## src/tcf_pkg.sv

```systemverilog
`timescale 1ns / 1ps
// ----------------------------------------------------------------------------
// tcf_pkg
// Shared types, constants and the CORDIC arctangent table for the tilt filter.
// ----------------------------------------------------------------------------
package tcf_pkg;

    localparam int SENSOR_COUNT_DEF = 3;
    localparam int CORDIC_STEPS_DEF = 16;

    // CORDIC datapath width (inputs scaled by 256 plus gain headroom)
    localparam int CW = 28;
    // Blend multiplier operand widths
    localparam int MA_W = 34;
    localparam int MB_W = 18;
    localparam int MP_W = MA_W + MB_W;

    localparam logic signed [15:0] ANGLE_LIMIT = 16'sd23040;
    localparam logic [16:0] WEIGHT_ONE = 17'd65536;
    localparam logic [16:0] WEIGHT_RESET = 17'd64225;
    localparam logic [15:0] GAIN_RESET = 16'd32787;

    // Configuration register indexes
    localparam logic [3:0] CFG_BLEND_WEIGHT = 4'd0;
    localparam logic [3:0] CFG_GYRO_GAIN = 4'd1;

    typedef enum logic [3:0] {
        S_IDLE,
        S_SQ_Y,
        S_SQ_Z,
        S_START1,
        S_WAIT1,
        S_START2,
        S_WAIT2,
        S_START3,
        S_WAIT3,
        S_OUT
    } tcf_state_t;

    // Unit start strobes from the sequencer
    typedef struct packed {
        logic cordic_start;
        logic sqrt_start;
        logic blend_start;
    } tcf_ctrl_t;

    // atan(2^-i) in Q16 degrees
    function automatic logic signed [CW-1:0] atan_q16(input logic [4:0] i);
        logic signed [CW-1:0] r;
        case (i)
            5'd0: r = 28'sd2949120;
            5'd1: r = 28'sd1740967;
            5'd2: r = 28'sd919879;
            5'd3: r = 28'sd466945;
            5'd4: r = 28'sd234378;
            5'd5: r = 28'sd117304;
            5'd6: r = 28'sd58666;
            5'd7: r = 28'sd29335;
            5'd8: r = 28'sd14668;
            5'd9: r = 28'sd7334;
            5'd10: r = 28'sd3667;
            5'd11: r = 28'sd1833;
            5'd12: r = 28'sd917;
            5'd13: r = 28'sd458;
            5'd14: r = 28'sd229;
            5'd15: r = 28'sd115;
            5'd16: r = 28'sd57;
            5'd17: r = 28'sd29;
            5'd18: r = 28'sd14;
            5'd19: r = 28'sd7;
            5'd20: r = 28'sd4;
            5'd21: r = 28'sd2;
            5'd22: r = 28'sd1;
            default: r = 28'sd0;
        endcase
        return r;
    endfunction

endpackage

```

## src/tilt_complementary_filter.sv

```systemverilog
`timescale 1ns / 1ps
// ----------------------------------------------------------------------------
// tilt_complementary_filter
// Roll/pitch complementary filter for several IMUs on shared CORDIC, root
// and multiply units under one sequencer.
// ----------------------------------------------------------------------------
//  Channel  | Handshake            | Payload
//  ---------+----------------------+----------------------------------------
//  in       | in_valid / in_stall  | sensor_index, accel_x/y/z, gyro_x/y, ts
//  out      | out_valid / out_stall| sensor_tag, roll_out, pitch_out
//  cfg      | cfg_valid / cfg_ready| cfg_index, cfg_data
//
//  A sample passes the two squaring states, the roll CORDIC beside the square
//  root, the pitch CORDIC beside the roll blend, then the pitch blend, before the
//  output register; the next sample is taken once the sequencer is back in idle.
//  in_stall is high from acceptance until the result enters the output register.
//  A sample with an out-of-range index is taken and dropped.
//  Reset clears per-sensor angles and timestamps and loads default registers.
// ----------------------------------------------------------------------------
module tilt_complementary_filter
    import tcf_pkg::*;
#(
    parameter int SENSOR_COUNT = SENSOR_COUNT_DEF,
    parameter int CORDIC_STEPS = CORDIC_STEPS_DEF
)
(
    input  logic               clk,
    input  logic               rst_n,
    input  logic               in_valid,
    output logic               in_stall,
    input  logic [1:0]         sensor_index,
    input  logic signed [15:0] accel_x,
    input  logic signed [15:0] accel_y,
    input  logic signed [15:0] accel_z,
    input  logic signed [15:0] gyro_x,
    input  logic signed [15:0] gyro_y,
    input  logic [31:0]        timestamp_ms,
    output logic               out_valid,
    input  logic               out_stall,
    output logic [1:0]         sensor_tag,
    output logic signed [15:0] roll_out,
    output logic signed [15:0] pitch_out,
    input  logic               cfg_valid,
    output logic               cfg_ready,
    input  logic [3:0]         cfg_index,
    input  logic [16:0]        cfg_data
);

    localparam int IDX_W = (SENSOR_COUNT > 1) ? $clog2(SENSOR_COUNT) : 1;

    tcf_state_t state_reg, state_next;
    tcf_ctrl_t  ctrl;

    logic [16:0] weight_reg;
    logic [15:0] gain_reg;

    logic signed [15:0] roll_mem [SENSOR_COUNT];
    logic signed [15:0] pitch_mem [SENSOR_COUNT];
    logic [31:0]        time_mem [SENSOR_COUNT];

    logic [1:0]         tag_reg;
    logic [IDX_W-1:0]   idx_reg;
    logic signed [15:0] ax_reg, ay_reg, az_reg, gx_reg, gy_reg;
    logic [31:0]        ts_reg;
    logic [31:0]        sq_reg;
    logic [15:0]        dt_reg;
    logic signed [15:0] roll_res_reg;

    logic               out_valid_reg;
    logic [1:0]         out_tag_reg;
    logic signed [15:0] out_roll_reg, out_pitch_reg;

    logic [3:0]         idx_wide;
    logic               idx_ok, in_xfer, out_free;
    logic signed [15:0] sq_op;
    logic signed [31:0] sq_term;
    logic [31:0]        dt_full;
    logic signed [CW-1:0] cy, cx, c_angle;
    logic               c_busy, r_busy, b_busy;
    logic [23:0]        mag;
    logic signed [15:0] b_prev, b_rate, b_res;

    assign idx_wide = {2'b00, sensor_index};
    assign idx_ok = idx_wide < 4'(SENSOR_COUNT);
    assign in_xfer = in_valid && !in_stall;
    assign out_free = !out_valid_reg || !out_stall;
    assign in_stall = (state_reg != S_IDLE);
    assign cfg_ready = 1'b1;

    // Shared squarer: ay^2 then az^2
    assign sq_op = (state_reg == S_SQ_Y) ? ay_reg : az_reg;
    assign sq_term = sq_op * sq_op;
    assign dt_full = ts_reg - time_mem[idx_reg];

    // Operand select for the shared CORDIC
    always_comb
    begin
        if (state_reg == S_START1)
        begin
            cy = CW'(ay_reg) <<< 8;
            cx = CW'(az_reg) <<< 8;
        end
        else
        begin
            cy = -(CW'(ax_reg) <<< 8);
            cx = CW'({4'b0000, mag});
        end
    end

    assign b_prev = (state_reg == S_START2) ? roll_mem[idx_reg] : pitch_mem[idx_reg];
    assign b_rate = (state_reg == S_START2) ? gx_reg : gy_reg;

    // Next state
    always_comb
    begin
        state_next = state_reg;
        case (state_reg)
            S_IDLE:
                if (in_valid && idx_ok)
                    state_next = S_SQ_Y;
            S_SQ_Y:   state_next = S_SQ_Z;
            S_SQ_Z:   state_next = S_START1;
            S_START1: state_next = S_WAIT1;
            S_WAIT1:
                if (!c_busy && !r_busy)
                    state_next = S_START2;
            S_START2: state_next = S_WAIT2;
            S_WAIT2:
                if (!c_busy && !b_busy)
                    state_next = S_START3;
            S_START3: state_next = S_WAIT3;
            S_WAIT3:
                if (!b_busy)
                    state_next = S_OUT;
            S_OUT:
                if (out_free)
                    state_next = S_IDLE;
            default:  state_next = S_IDLE;
        endcase
    end

    // Unit strobes
    always_comb
    begin
        ctrl = '0;
        case (state_reg)
            S_START1:
            begin
                ctrl.cordic_start = 1'b1;
                ctrl.sqrt_start = 1'b1;
            end
            S_START2:
            begin
                ctrl.cordic_start = 1'b1;
                ctrl.blend_start = 1'b1;
            end
            S_START3: ctrl.blend_start = 1'b1;
            default:  ctrl = '0;
        endcase
    end

    always_ff @(posedge clk or negedge rst_n)
    begin
        if (!rst_n)
            state_reg <= S_IDLE;
        else
            state_reg <= state_next;
    end

    // Configuration writes
    always_ff @(posedge clk or negedge rst_n)
    begin
        if (!rst_n)
        begin
            weight_reg <= WEIGHT_RESET;
            gain_reg <= GAIN_RESET;
        end
        else if (cfg_valid && cfg_ready)
        begin
            if (cfg_index == CFG_BLEND_WEIGHT)
                weight_reg <= cfg_data;
            else if (cfg_index == CFG_GYRO_GAIN)
                gain_reg <= cfg_data[15:0];
        end
    end

    // Capture sample, squares, dt and roll result
    always_ff @(posedge clk)
    begin
        if (in_xfer)
        begin
            tag_reg <= sensor_index;
            idx_reg <= idx_wide[IDX_W-1:0];
            ax_reg <= accel_x;
            ay_reg <= accel_y;
            az_reg <= accel_z;
            gx_reg <= gyro_x;
            gy_reg <= gyro_y;
            ts_reg <= timestamp_ms;
        end
        if (state_reg == S_SQ_Y)
            sq_reg <= 32'(sq_term);
        if (state_reg == S_SQ_Z)
        begin
            sq_reg <= sq_reg + 32'(sq_term);
            dt_reg <= (dt_full > 32'd65535) ? 16'hFFFF : dt_full[15:0];
        end
        if (state_reg == S_WAIT2 && state_next == S_START3)
            roll_res_reg <= b_res;
    end

    // Per-sensor state update
    always_ff @(posedge clk or negedge rst_n)
    begin
        if (!rst_n)
        begin
            for (int i = 0; i < SENSOR_COUNT; i++)
            begin
                roll_mem[i] <= '0;
                pitch_mem[i] <= '0;
                time_mem[i] <= '0;
            end
        end
        else if (state_reg == S_OUT && out_free)
        begin
            roll_mem[idx_reg] <= roll_res_reg;
            pitch_mem[idx_reg] <= b_res;
            time_mem[idx_reg] <= ts_reg;
        end
    end

    // Output register: hold until transfer
    always_ff @(posedge clk or negedge rst_n)
    begin
        if (!rst_n)
            out_valid_reg <= 1'b0;
        else if (state_reg == S_OUT && out_free)
            out_valid_reg <= 1'b1;
        else if (!out_stall)
            out_valid_reg <= 1'b0;
    end

    always_ff @(posedge clk)
    begin
        if (state_reg == S_OUT && out_free)
        begin
            out_tag_reg <= tag_reg;
            out_roll_reg <= roll_res_reg;
            out_pitch_reg <= b_res;
        end
    end

    assign out_valid = out_valid_reg;
    assign sensor_tag = out_tag_reg;
    assign roll_out = out_roll_reg;
    assign pitch_out = out_pitch_reg;

    tcf_cordic #(
        .CORDIC_STEPS(CORDIC_STEPS)
    ) u_cordic (
        .clk   (clk),
        .rst_n (rst_n),
        .start (ctrl.cordic_start),
        .y_in  (cy),
        .x_in  (cx),
        .busy  (c_busy),
        .angle (c_angle)
    );

    tcf_isqrt u_isqrt (
        .clk   (clk),
        .rst_n (rst_n),
        .start (ctrl.sqrt_start),
        .value ({sq_reg, 16'h0000}),
        .busy  (r_busy),
        .root  (mag)
    );

    tcf_blend u_blend (
        .clk    (clk),
        .rst_n  (rst_n),
        .start  (ctrl.blend_start),
        .prev   (b_prev),
        .rate   (b_rate),
        .dt     (dt_reg),
        .acc    (c_angle),
        .weight (weight_reg),
        .gain   (gain_reg),
        .busy   (b_busy),
        .result (b_res)
    );

    // Units are quiet whenever the sequencer is idle
    a_idle_quiet: assert property (@(posedge clk) disable iff (!rst_n)
        (state_reg == S_IDLE) |-> (!c_busy && !r_busy && !b_busy))
        else $error("arithmetic unit busy while idle");

    // Loading the output register always raises out_valid
    a_out_load: assert property (@(posedge clk) disable iff (!rst_n)
        (state_reg == S_OUT && out_free) |=> out_valid)
        else $error("result lost at output register");

    // Blend is never started while the blend or the square root still runs
    a_blend_start: assert property (@(posedge clk) disable iff (!rst_n)
        ctrl.blend_start |-> (!b_busy && !r_busy))
        else $error("blend started over a busy unit");

endmodule

```

## src/tcf_cordic.sv

```systemverilog
`timescale 1ns / 1ps
// ----------------------------------------------------------------------------
// tcf_cordic
// Vectoring CORDIC, one micro-rotation per cycle; gives atan2(y, x) in Q16 deg.
// ----------------------------------------------------------------------------
module tcf_cordic
    import tcf_pkg::*;
#(
    parameter int CORDIC_STEPS = CORDIC_STEPS_DEF
)
(
    input  logic                 clk,
    input  logic                 rst_n,
    input  logic                 start,
    input  logic signed [CW-1:0] y_in,
    input  logic signed [CW-1:0] x_in,
    output logic                 busy,
    output logic signed [CW-1:0] angle
);

    localparam int CNT_W = $clog2(CORDIC_STEPS + 1);
    localparam logic [CNT_W-1:0] LAST = CNT_W'(CORDIC_STEPS - 1);

    logic                 busy_reg, busy_next;
    logic [CNT_W-1:0]     iter_reg, iter_next;
    logic signed [CW-1:0] x_reg, x_next, y_reg, y_next, z_reg, z_next;
    logic signed [CW-1:0] dx, dy, at;

    assign dx = y_reg >>> iter_reg;
    assign dy = x_reg >>> iter_reg;
    assign at = atan_q16(5'(iter_reg));

    // Pre-rotate into the right half plane, then rotate toward y = 0
    always_comb
    begin
        busy_next = busy_reg;
        iter_next = iter_reg;
        x_next = x_reg;
        y_next = y_reg;
        z_next = z_reg;
        if (start)
        begin
            iter_next = '0;
            x_next = x_in;
            y_next = y_in;
            z_next = '0;
            busy_next = !(x_in == '0 && y_in == '0);
            if (x_in < 0)
            begin
                if (y_in >= 0)
                begin
                    x_next = y_in;
                    y_next = -x_in;
                    z_next = 28'sd5898240;
                end
                else
                begin
                    x_next = -y_in;
                    y_next = x_in;
                    z_next = -28'sd5898240;
                end
            end
        end
        else if (busy_reg)
        begin
            if (y_reg > 0)
            begin
                x_next = x_reg + dx;
                y_next = y_reg - dy;
                z_next = z_reg + at;
            end
            else
            begin
                x_next = x_reg - dx;
                y_next = y_reg + dy;
                z_next = z_reg - at;
            end
            iter_next = iter_reg + 1'b1;
            if (iter_reg == LAST)
            begin
                busy_next = 1'b0;
            end
        end
    end

    always_ff @(posedge clk or negedge rst_n)
    begin
        if (!rst_n)
        begin
            busy_reg <= 1'b0;
            iter_reg <= '0;
        end
        else
        begin
            busy_reg <= busy_next;
            iter_reg <= iter_next;
        end
    end

    always_ff @(posedge clk)
    begin
        x_reg <= x_next;
        y_reg <= y_next;
        z_reg <= z_next;
    end

    assign busy = busy_reg;
    assign angle = z_reg;

endmodule

```

## src/tcf_isqrt.sv

```systemverilog
`timescale 1ns / 1ps
// ----------------------------------------------------------------------------
// tcf_isqrt
// Restoring integer square root of a 48-bit value, one result bit per cycle.
// ----------------------------------------------------------------------------
module tcf_isqrt
    import tcf_pkg::*;
(
    input  logic        clk,
    input  logic        rst_n,
    input  logic        start,
    input  logic [47:0] value,
    output logic        busy,
    output logic [23:0] root
);

    logic        busy_reg;
    logic [4:0]  cnt_reg;
    logic [47:0] v_reg;
    logic [25:0] rem_reg;
    logic [23:0] root_reg;
    logic [25:0] rem_sh, trial;

    assign rem_sh = {rem_reg[23:0], v_reg[47:46]};
    assign trial = {root_reg, 2'b01};

    // Control: run 24 digit steps
    always_ff @(posedge clk or negedge rst_n)
    begin
        if (!rst_n)
        begin
            busy_reg <= 1'b0;
            cnt_reg <= '0;
        end
        else if (start)
        begin
            busy_reg <= 1'b1;
            cnt_reg <= '0;
        end
        else if (busy_reg)
        begin
            cnt_reg <= cnt_reg + 1'b1;
            if (cnt_reg == 5'd23)
            begin
                busy_reg <= 1'b0;
            end
        end
    end

    // Datapath: bring down two bits, try to subtract
    always_ff @(posedge clk)
    begin
        if (start)
        begin
            v_reg <= value;
            rem_reg <= '0;
            root_reg <= '0;
        end
        else if (busy_reg)
        begin
            v_reg <= {v_reg[45:0], 2'b00};
            if (rem_sh >= trial)
            begin
                rem_reg <= rem_sh - trial;
                root_reg <= {root_reg[22:0], 1'b1};
            end
            else
            begin
                rem_reg <= rem_sh;
                root_reg <= {root_reg[22:0], 1'b0};
            end
        end
    end

    assign busy = busy_reg;
    assign root = root_reg;

endmodule

```

## src/tcf_blend.sv

```systemverilog
`timescale 1ns / 1ps
// ----------------------------------------------------------------------------
// tcf_blend
// Complementary blend of one axis on a single shared multiplier.
// ----------------------------------------------------------------------------
module tcf_blend
    import tcf_pkg::*;
(
    input  logic                 clk,
    input  logic                 rst_n,
    input  logic                 start,
    input  logic signed [15:0]   prev,
    input  logic signed [15:0]   rate,
    input  logic [15:0]          dt,
    input  logic signed [CW-1:0] acc,
    input  logic [16:0]          weight,
    input  logic [15:0]          gain,
    output logic                 busy,
    output logic signed [15:0]   result
);

    logic                   busy_reg;
    logic [3:0]             ph_reg;
    logic signed [15:0]     prev_reg;
    logic signed [CW-1:0]   acc_reg;
    logic [15:0]            dt_reg;
    logic [16:0]            w_reg;
    logic signed [MA_W-1:0] a_reg;
    logic signed [MB_W-1:0] b_reg;
    logic signed [MP_W-1:0] p_reg, psum_reg;
    logic signed [15:0]     res_reg;
    logic signed [MP_W-1:0] inc_rnd;
    logic signed [MA_W-1:0] pred;
    logic signed [MP_W:0]   total;
    logic signed [MP_W-25:0] scaled;
    logic [16:0]            w_eff;

    assign w_eff = (weight > WEIGHT_ONE) ? WEIGHT_ONE : weight;
    assign inc_rnd = (p_reg + MP_W'(32768)) >>> 16;
    assign pred = (MA_W'(prev_reg) <<< 9) + inc_rnd[MA_W-1:0];
    assign total = (MP_W+1)'(psum_reg) + (MP_W+1)'(p_reg) + (MP_W+1)'(33'sd16777216);
    assign scaled = total[MP_W:25];

    // Sequence: rate*gain, *dt, w*pred, (1-w)*acc, round and clamp
    always_ff @(posedge clk or negedge rst_n)
    begin
        if (!rst_n)
        begin
            busy_reg <= 1'b0;
            ph_reg <= '0;
        end
        else if (start)
        begin
            busy_reg <= 1'b1;
            ph_reg <= '0;
        end
        else if (busy_reg)
        begin
            ph_reg <= ph_reg + 1'b1;
            if (ph_reg == 4'd7)
            begin
                busy_reg <= 1'b0;
            end
        end
    end

    always_ff @(posedge clk)
    begin
        p_reg <= a_reg * b_reg;
        if (start)
        begin
            prev_reg <= prev;
            acc_reg <= acc;
            dt_reg <= dt;
            w_reg <= w_eff;
            a_reg <= MA_W'(rate);
            b_reg <= MB_W'({2'b00, gain});
        end
        else if (busy_reg)
        begin
            case (ph_reg)
                4'd1:
                begin
                    a_reg <= p_reg[MA_W-1:0];
                    b_reg <= MB_W'({2'b00, dt_reg});
                end
                4'd3:
                begin
                    a_reg <= pred;
                    b_reg <= MB_W'({1'b0, w_reg});
                end
                4'd5:
                begin
                    psum_reg <= p_reg;
                    a_reg <= MA_W'(acc_reg);
                    b_reg <= MB_W'({1'b0, WEIGHT_ONE - w_reg});
                end
                4'd7:
                begin
                    if (scaled > MP_W'(ANGLE_LIMIT))
                        res_reg <= ANGLE_LIMIT;
                    else if (scaled < -MP_W'(ANGLE_LIMIT))
                        res_reg <= -ANGLE_LIMIT;
                    else
                        res_reg <= scaled[15:0];
                end
                default:
                begin
                    a_reg <= a_reg;
                end
            endcase
        end
    end

    assign busy = busy_reg;
    assign result = res_reg;

endmodule
```

## config.mk

```make
export PLATFORM = sky130hd
export DESIGN_NAME = tilt_complementary_filter
export DESIGN_NICKNAME = d
export VERILOG_FILES = /design/src/tcf_pkg.sv /design/src/tilt_complementary_filter.sv /design/src/tcf_cordic.sv /design/src/tcf_isqrt.sv /design/src/tcf_blend.sv
export SDC_FILE = /design/constraint.sdc
export NUM_CORES = 2
export LEC_CHECK = 0
export ABC_AREA = 1
export BUFFER_PORTS_ARGS = -buffer_cell sky130_fd_sc_hd__buf_2
export CAP_MARGIN = 20
export CELL_PAD_IN_SITES_DETAIL_PLACEMENT = 1
export CELL_PAD_IN_SITES_GLOBAL_PLACEMENT = 1
export CORE_AREA = 2 2 533 535
export CTS_CLUSTER_SIZE = 12
export DETAILED_ROUTE_END_ITERATION = 10
export DIE_AREA = 0 0 535 537
export PLACE_DENSITY = 0.55
export RECOVER_POWER = 100
export SLEW_MARGIN = 20
export SYNTH_ARGS = -nofsm -noshare
export SYNTH_HDL_FRONTEND = slang
export SYNTH_SLANG_ARGS = --single-unit
```

## constraint.sdc

```tcl
create_clock -name clk -period 16.75 [get_ports clk]
set_input_delay 2.5125 -clock clk [delete_from_list [all_inputs] [get_ports clk]]
set_output_delay 2.5125 -clock clk [all_outputs]
set_load 0.01 [all_outputs]
```

-- After elaboration in Yosys (flattened, before gate mapping)
Memory sizes are Yosys's and may differ from the RTL's.
Cells that the tools add are included.
Widths: inputs -> output; s select.
- word-level logic and storage cells: 217
- bits of input ports: 140
- flip-flop bits (word level): 872
- ROM bits: 704
- memories kept: 1
- output and inout bits: 37
- memories (memory ; words ; bits a word ; rd ports ; clocked after memory_dff ; write ports ; RTL line ; source):
    (no name shown) ; 32 ; 22 ; 1 ; 0 ; 0 ; tcf_pkg.sv:50 ; case (i)
- multipliers: 2
- shift-type cells: 2
- add/subtract/negate cells: 20
- bitwise gates (word level): 3
- multiplexer cells: 75
- reductions and logical operators: 36
- eq/ne operators: 18
- $lt $le $gt $ge: 11
- operator list (operator ; count):
    $mux 28 ; 17
    $mux 16 ; 11
    $mux 32 ; 5
    $pmux 34 s3 ; 1
    $bwmux 48 ; 2
    $bwmux 96 ; 1
    $mux 48 ; 2
    $add 28x28->28 ; 3
    $sub 28x28->28 ; 3
    $mux 34 ; 2
    $bmux 16 s2 ; 2
    $bmux 32 s2 ; 1
    $demux 32 s2 ; 1
    $logic_not 28->1 ; 2
    $neg 28->28 ; 2
    $sshr 28x5->28 ; 2
    $pmux 18 s3 ; 1
    $add 52x52->53 ; 1
    $add 53x26->53 const B ; 1
    $mul 34x18->52 ; 1
    $add 50x17->50 const B ; 1
    $pmux 4 s10 ; 1
    $add 34x34->34 ; 1
    $add 32x32->32 ; 1
    42 further kinds ; 102

-- Depth between registers and ports, before layout
- depth after elaboration: 6
- gate-level depth with buffers: 46
- mapped depth without buffers: 44

-- By module
Synthesis repeated with hierarchy kept, for this count alone.
- cells, all modules: 11369
- area total of the unflattened synthesis: 87846.8 um^2
- by module, submodules not included (module ; cells each ; seq. area each (um^2) ; instances ; area each (um^2)):
    tcf_blend ; 4697 ; 7041.8 ; 1 ; 36725.2
    tilt_complementary_filter ; 3388 ; 12139.1 ; 1 ; 30444.2
    tcf_cordic ; 2455 ; 2672.6 ; 1 ; 14712.9
    tcf_isqrt ; 829 ; 2552.4 ; 1 ; 5964.5

-- Worst setup path before layout
Ideal clock, no wire load.
- kind: reg-to-reg
- start: reg state_reg[0]
- end: reg sq_reg[31], data pin
- library setup time: 0.258 ns
- buffers on the path: 2
- path slack: 8.504 ns
- data arrival time: 7.988 ns
- stages on the path, launching flop included: 36
- period minus slack after synthesis: 8.246 ns
- data required time: 16.492 ns
- cell sequence: dfrtp_1 -> inv_1 -> nor2_1 -> nand2_1 -> clkbuf_1 -> o21ai_1 -> inv_1 -> clkbuf_1 -> nor2_1 -> fa_1 -> inv_1 -> fa_1 -> inv_1 -> fa_1 -> fa_1 -> fa_1 -> inv_1 -> fa_1 -> inv_1 -> ha_1 -> a21oi_1 -> o21ai_0 -> a21o_1 -> nand3_1 -> nand2_1 -> a21boi_0 -> or2_2 -> and2_1 -> ha_1 -> nand3_1 -> inv_1 -> nand2_1 -> o2111a_1 -> nand3_1 -> nand3_1 -> xor2_1
- cells in the longest elaborated chain, start to end: 5
- elaborated cells on any way between the ends: 7
- classes of those cells: add/sub (1); mul (1); eq/ne (2); mux (3)
- ends and longest elaborated chain (what ; RTL line ; source):
    from (decl) ; tilt_complementary_filter.sv:51 ; tcf_state_t state_reg, state_next;
    from (signal assigned) ; tilt_complementary_filter.sv:167 ; state_reg <= state_next;
    $eq 4x1->1 ; tilt_complementary_filter.sv:91 ; assign sq_op = (state_reg == S_SQ_Y) ? ay_reg : az_reg;
    $mux 16 ; tilt_complementary_filter.sv:91 ;
    $mul 16x16->32 ; tilt_complementary_filter.sv:92 ; assign sq_term = sq_op * sq_op;
    $add 32x32->32 / $mux 32 (equally long branches) ; tilt_complementary_filter.sv:205, tilt_complementary_filter.sv:201 ;
    $mux 32 (*) ; tilt_complementary_filter.sv:203 ; if (state_reg == S_SQ_Z)
    to (signal assigned) ; tilt_complementary_filter.sv:202 ; sq_reg <= 32'(sq_term);
    to (signal assigned) ; tilt_complementary_filter.sv:205 ; sq_reg <= sq_reg + 32'(sq_term);
    to (decl) ; tilt_complementary_filter.sv:65 ; logic [31:0] sq_reg;
Mark *: on every way between the ends. The rest lies on a longest branch, timed or not. The select of a mux whose other input is x is not followed.
A chain may end at the register's enable or synchronous reset.

-- Final worst setup path
- start: reg state_reg[1]
- end: reg sq_reg[31], data pin
The elaborated chain is that of the path after synthesis.

==> flow_summary.toml <==
[synthesis]
netlist.top_cell.by_area = "fa_1"
synth_top_family_by_area = "adder cells"
synthSimpleGateAreaFrac_pct = 20.2
synth_compound_area_share_pct = 10.5
yosysWarnings = 0
synthXorXnorAreaFrac_pct = 3.24
synth_flop_cell = "edfxtp_1"
synth_mux_area_share_pct = 0
synth_edf_count = 523
syn_avg_cell_area_sq_um = 7.88
synth_nets = 12100
synth-seq-cells = 871
ys_types = 67
syn_area_sq_um = 84200
synth_cells = 10700
synthAdderAreaFrac_pct = 26.6
seq_area_frac_synth_pct = 28.4
synthArstFlopShare_pct = 28.4
yosysTopAreaCellShare_pct = 18.9
synthTopCellsByArea = "fa_1, edfxtp_1, nand2_1"

[sta]
max_freq_mhz = 89.6
min_period_ns = 11.17
finalSetupTns_ns = 0
rsz0062_at_grt = "no"
slew_headroom_pct = -281
setup_slack_ns = 5.58
timing_hold_violations_final = 0
final.period_utilization_pct = 66.7
fin_skew_ns = 0.0692
drv_slew = 1665
setup_violations = 0
tightest_slew_ns = 5.72

[cts]
clkLatencyLatePin_ns = 0.78
cts_tree = "built"
root_buffer = "clkbuf_16"
clk_pin_slew_ns = 0.06
hold_buffers = 0
numCtsBuffers = 108
cts_resized = 0
postCtsSetupRepairBufs = 0
cts_max_level = 3
cts.sinks = 871
cts_max_path_buffers = 3

[worst_setup_path]
cp.arrival_ns = 11.62
cp.required_ns = 17.20
start_kind = "flip-flop"
crit_fanout = 33
r2r-end = "sq_reg[31]"
timing.rr.start = "state_reg[1]"
critical_path_class = "reg2reg"
cp_slowest_stage_delay_ns = 1.06
crit_path_end_kind = "flip-flop"
crit_top_cell = "inv_1"
cp_slowest_cell = "clkbuf_1"
regToRegSetupSlack_ns = 5.58
reg2reg_depth = 39

[global_route]
grt_max_degree = 100
grt.overflow.total = 0
grt_pass1_vias = 76700
grt_pass1_wl_um = 466000
antenna_found_initial = 15
grt_usage_pct = 21.0

[detailed_routing]
drt_wl_total_um = 302000
wl_per_cell_um = 20.8
ant_nets = 0
via_per_inst = 4.87
drt_iter0_markers = 3810
drc = 0
vias = 70800
firstDrtPassIters = 6

[final_layout]
largest_register_ffs = 96
drive_gt1_share_pct = 4.01
finalNonFillerCells = 14500
fill_cells = 33900
post-route-util_pct = 32.8
fin_nets = 12100
syn_to_final_growth_pct = 9.67

[floorplanning]
die_w_um = 535
initial_utilization_pct = 29.9
core_area_sq_um = 281000
rows = 195
die_area_sq_um = 287000
io_pins = 177
die_h_um = 537

[min_path]
hp-start = "weight_reg[16]"
holdPathStages = 0
hp-class = "reg2reg"
whs_endpoint = "u_blend.w_reg[16]"

[place]
dpl.hpwl_um = 244000
dpl_worst_slack_ns = 6.78
port_buffers = 175
gp_congestion = 0.906
dpl.cell_count = 14300

[run_status]
violations = "capacitance limit, slew limit"
status = "complete, but fails checks"

[job]
maxCapViolCount = 33
area by class of cell:
type	count	area [sq um]	area share (%)
inverters	2073	7780	8.43
repair buffers	268	1350	1.46
clock buffers	160	3070	3.33
diodes	5	12.5	0.0136
well taps	3743	4680	5.07
clock inverters	46	546	0.591
flip-flops and latches	871	23900	25.9
multi-input cells	7363	51000	55.2
worst max-delay path by stage:
stage,start,endpoint,slack (ns),depth (start not counted)
floorplan,state_reg[0],sq_reg[31],8.50,35
global placement,state_reg[1],sq_reg[31],6.89,34
detailed placement,state_reg[1],sq_reg[31],6.78,38
CTS,state_reg[1],sq_reg[31],6.66,38
global route,state_reg[1],sq_reg[31],4.69,39
finish,state_reg[1],sq_reg[31],5.58,39
metal layers:
layer  up-vias  track usage [%]  share of wire (%)
met2       961             36.6                 49
met5         -                0             0.0023
met3       327             1.45                2.5
met4         2             5.36                2.8
li1      33700                -                  -
met1     35800             28.1                 46
cell usage after synthesis, drive strengths merged, types with 201 or more instances:
cell / number
nand2: 2714
inv: 2061
fa: 793
nor2: 691
o21ai: 633
a21oi: 567
edfxtp: 523
ha: 521
nand3: 506
clkbuf: 284
dfrtp: 233
xor2: 201
metrics by stage:
step / cell area [sq um] / hold slack [ns]
6_report: 92300 / 0.377
5_1_grt: 92300 / 0.391
3_3_place_gp: 89000 / 0.411
4_1_cts: 92700 / 0.366
3_5_place_dp: 89000 / 0.406
2_1_floorplan: 84200 / 0.400
cells by family after synthesis:
family,after synthesis
adders and majority gates,1314
buffers and inverters,2446
xor gates and xnor gates,311
DFF,871
AOI/OAI and AO/OA,1561
other,1
and+or+nand+nor,4176
placed cells by master, fill, tap and decap left out, types with 110 or more instances in the layout:
cell type,instances
a21oi_1,561
buf_2,110
clkbuf_1,142
clkbuf_16,111
dfrtp_1,230
edfxtp_1,523
fa_1,793
ha_1,521
inv_1,2045
nand2_1,2710
nand3_1,504
nor2_1,674
o21ai_0,564
xnor2_1,110
xor2_1,201
worst max-delay path: cells and delay by family, from the launching register on:
family,cells,cell delay (ns)
DFF,1,0.91
xor gates and xnor gates,1,0.25
and+or+nand+nor,18,2.78
AOI/OAI and AO/OA,3,0.78
adders and majority gates,8,3.89
buffers and inverters,9,2.20
Power is not shown: default switching activity piles up to over one toggle a cycle in this logic, so the estimate is an artifact.
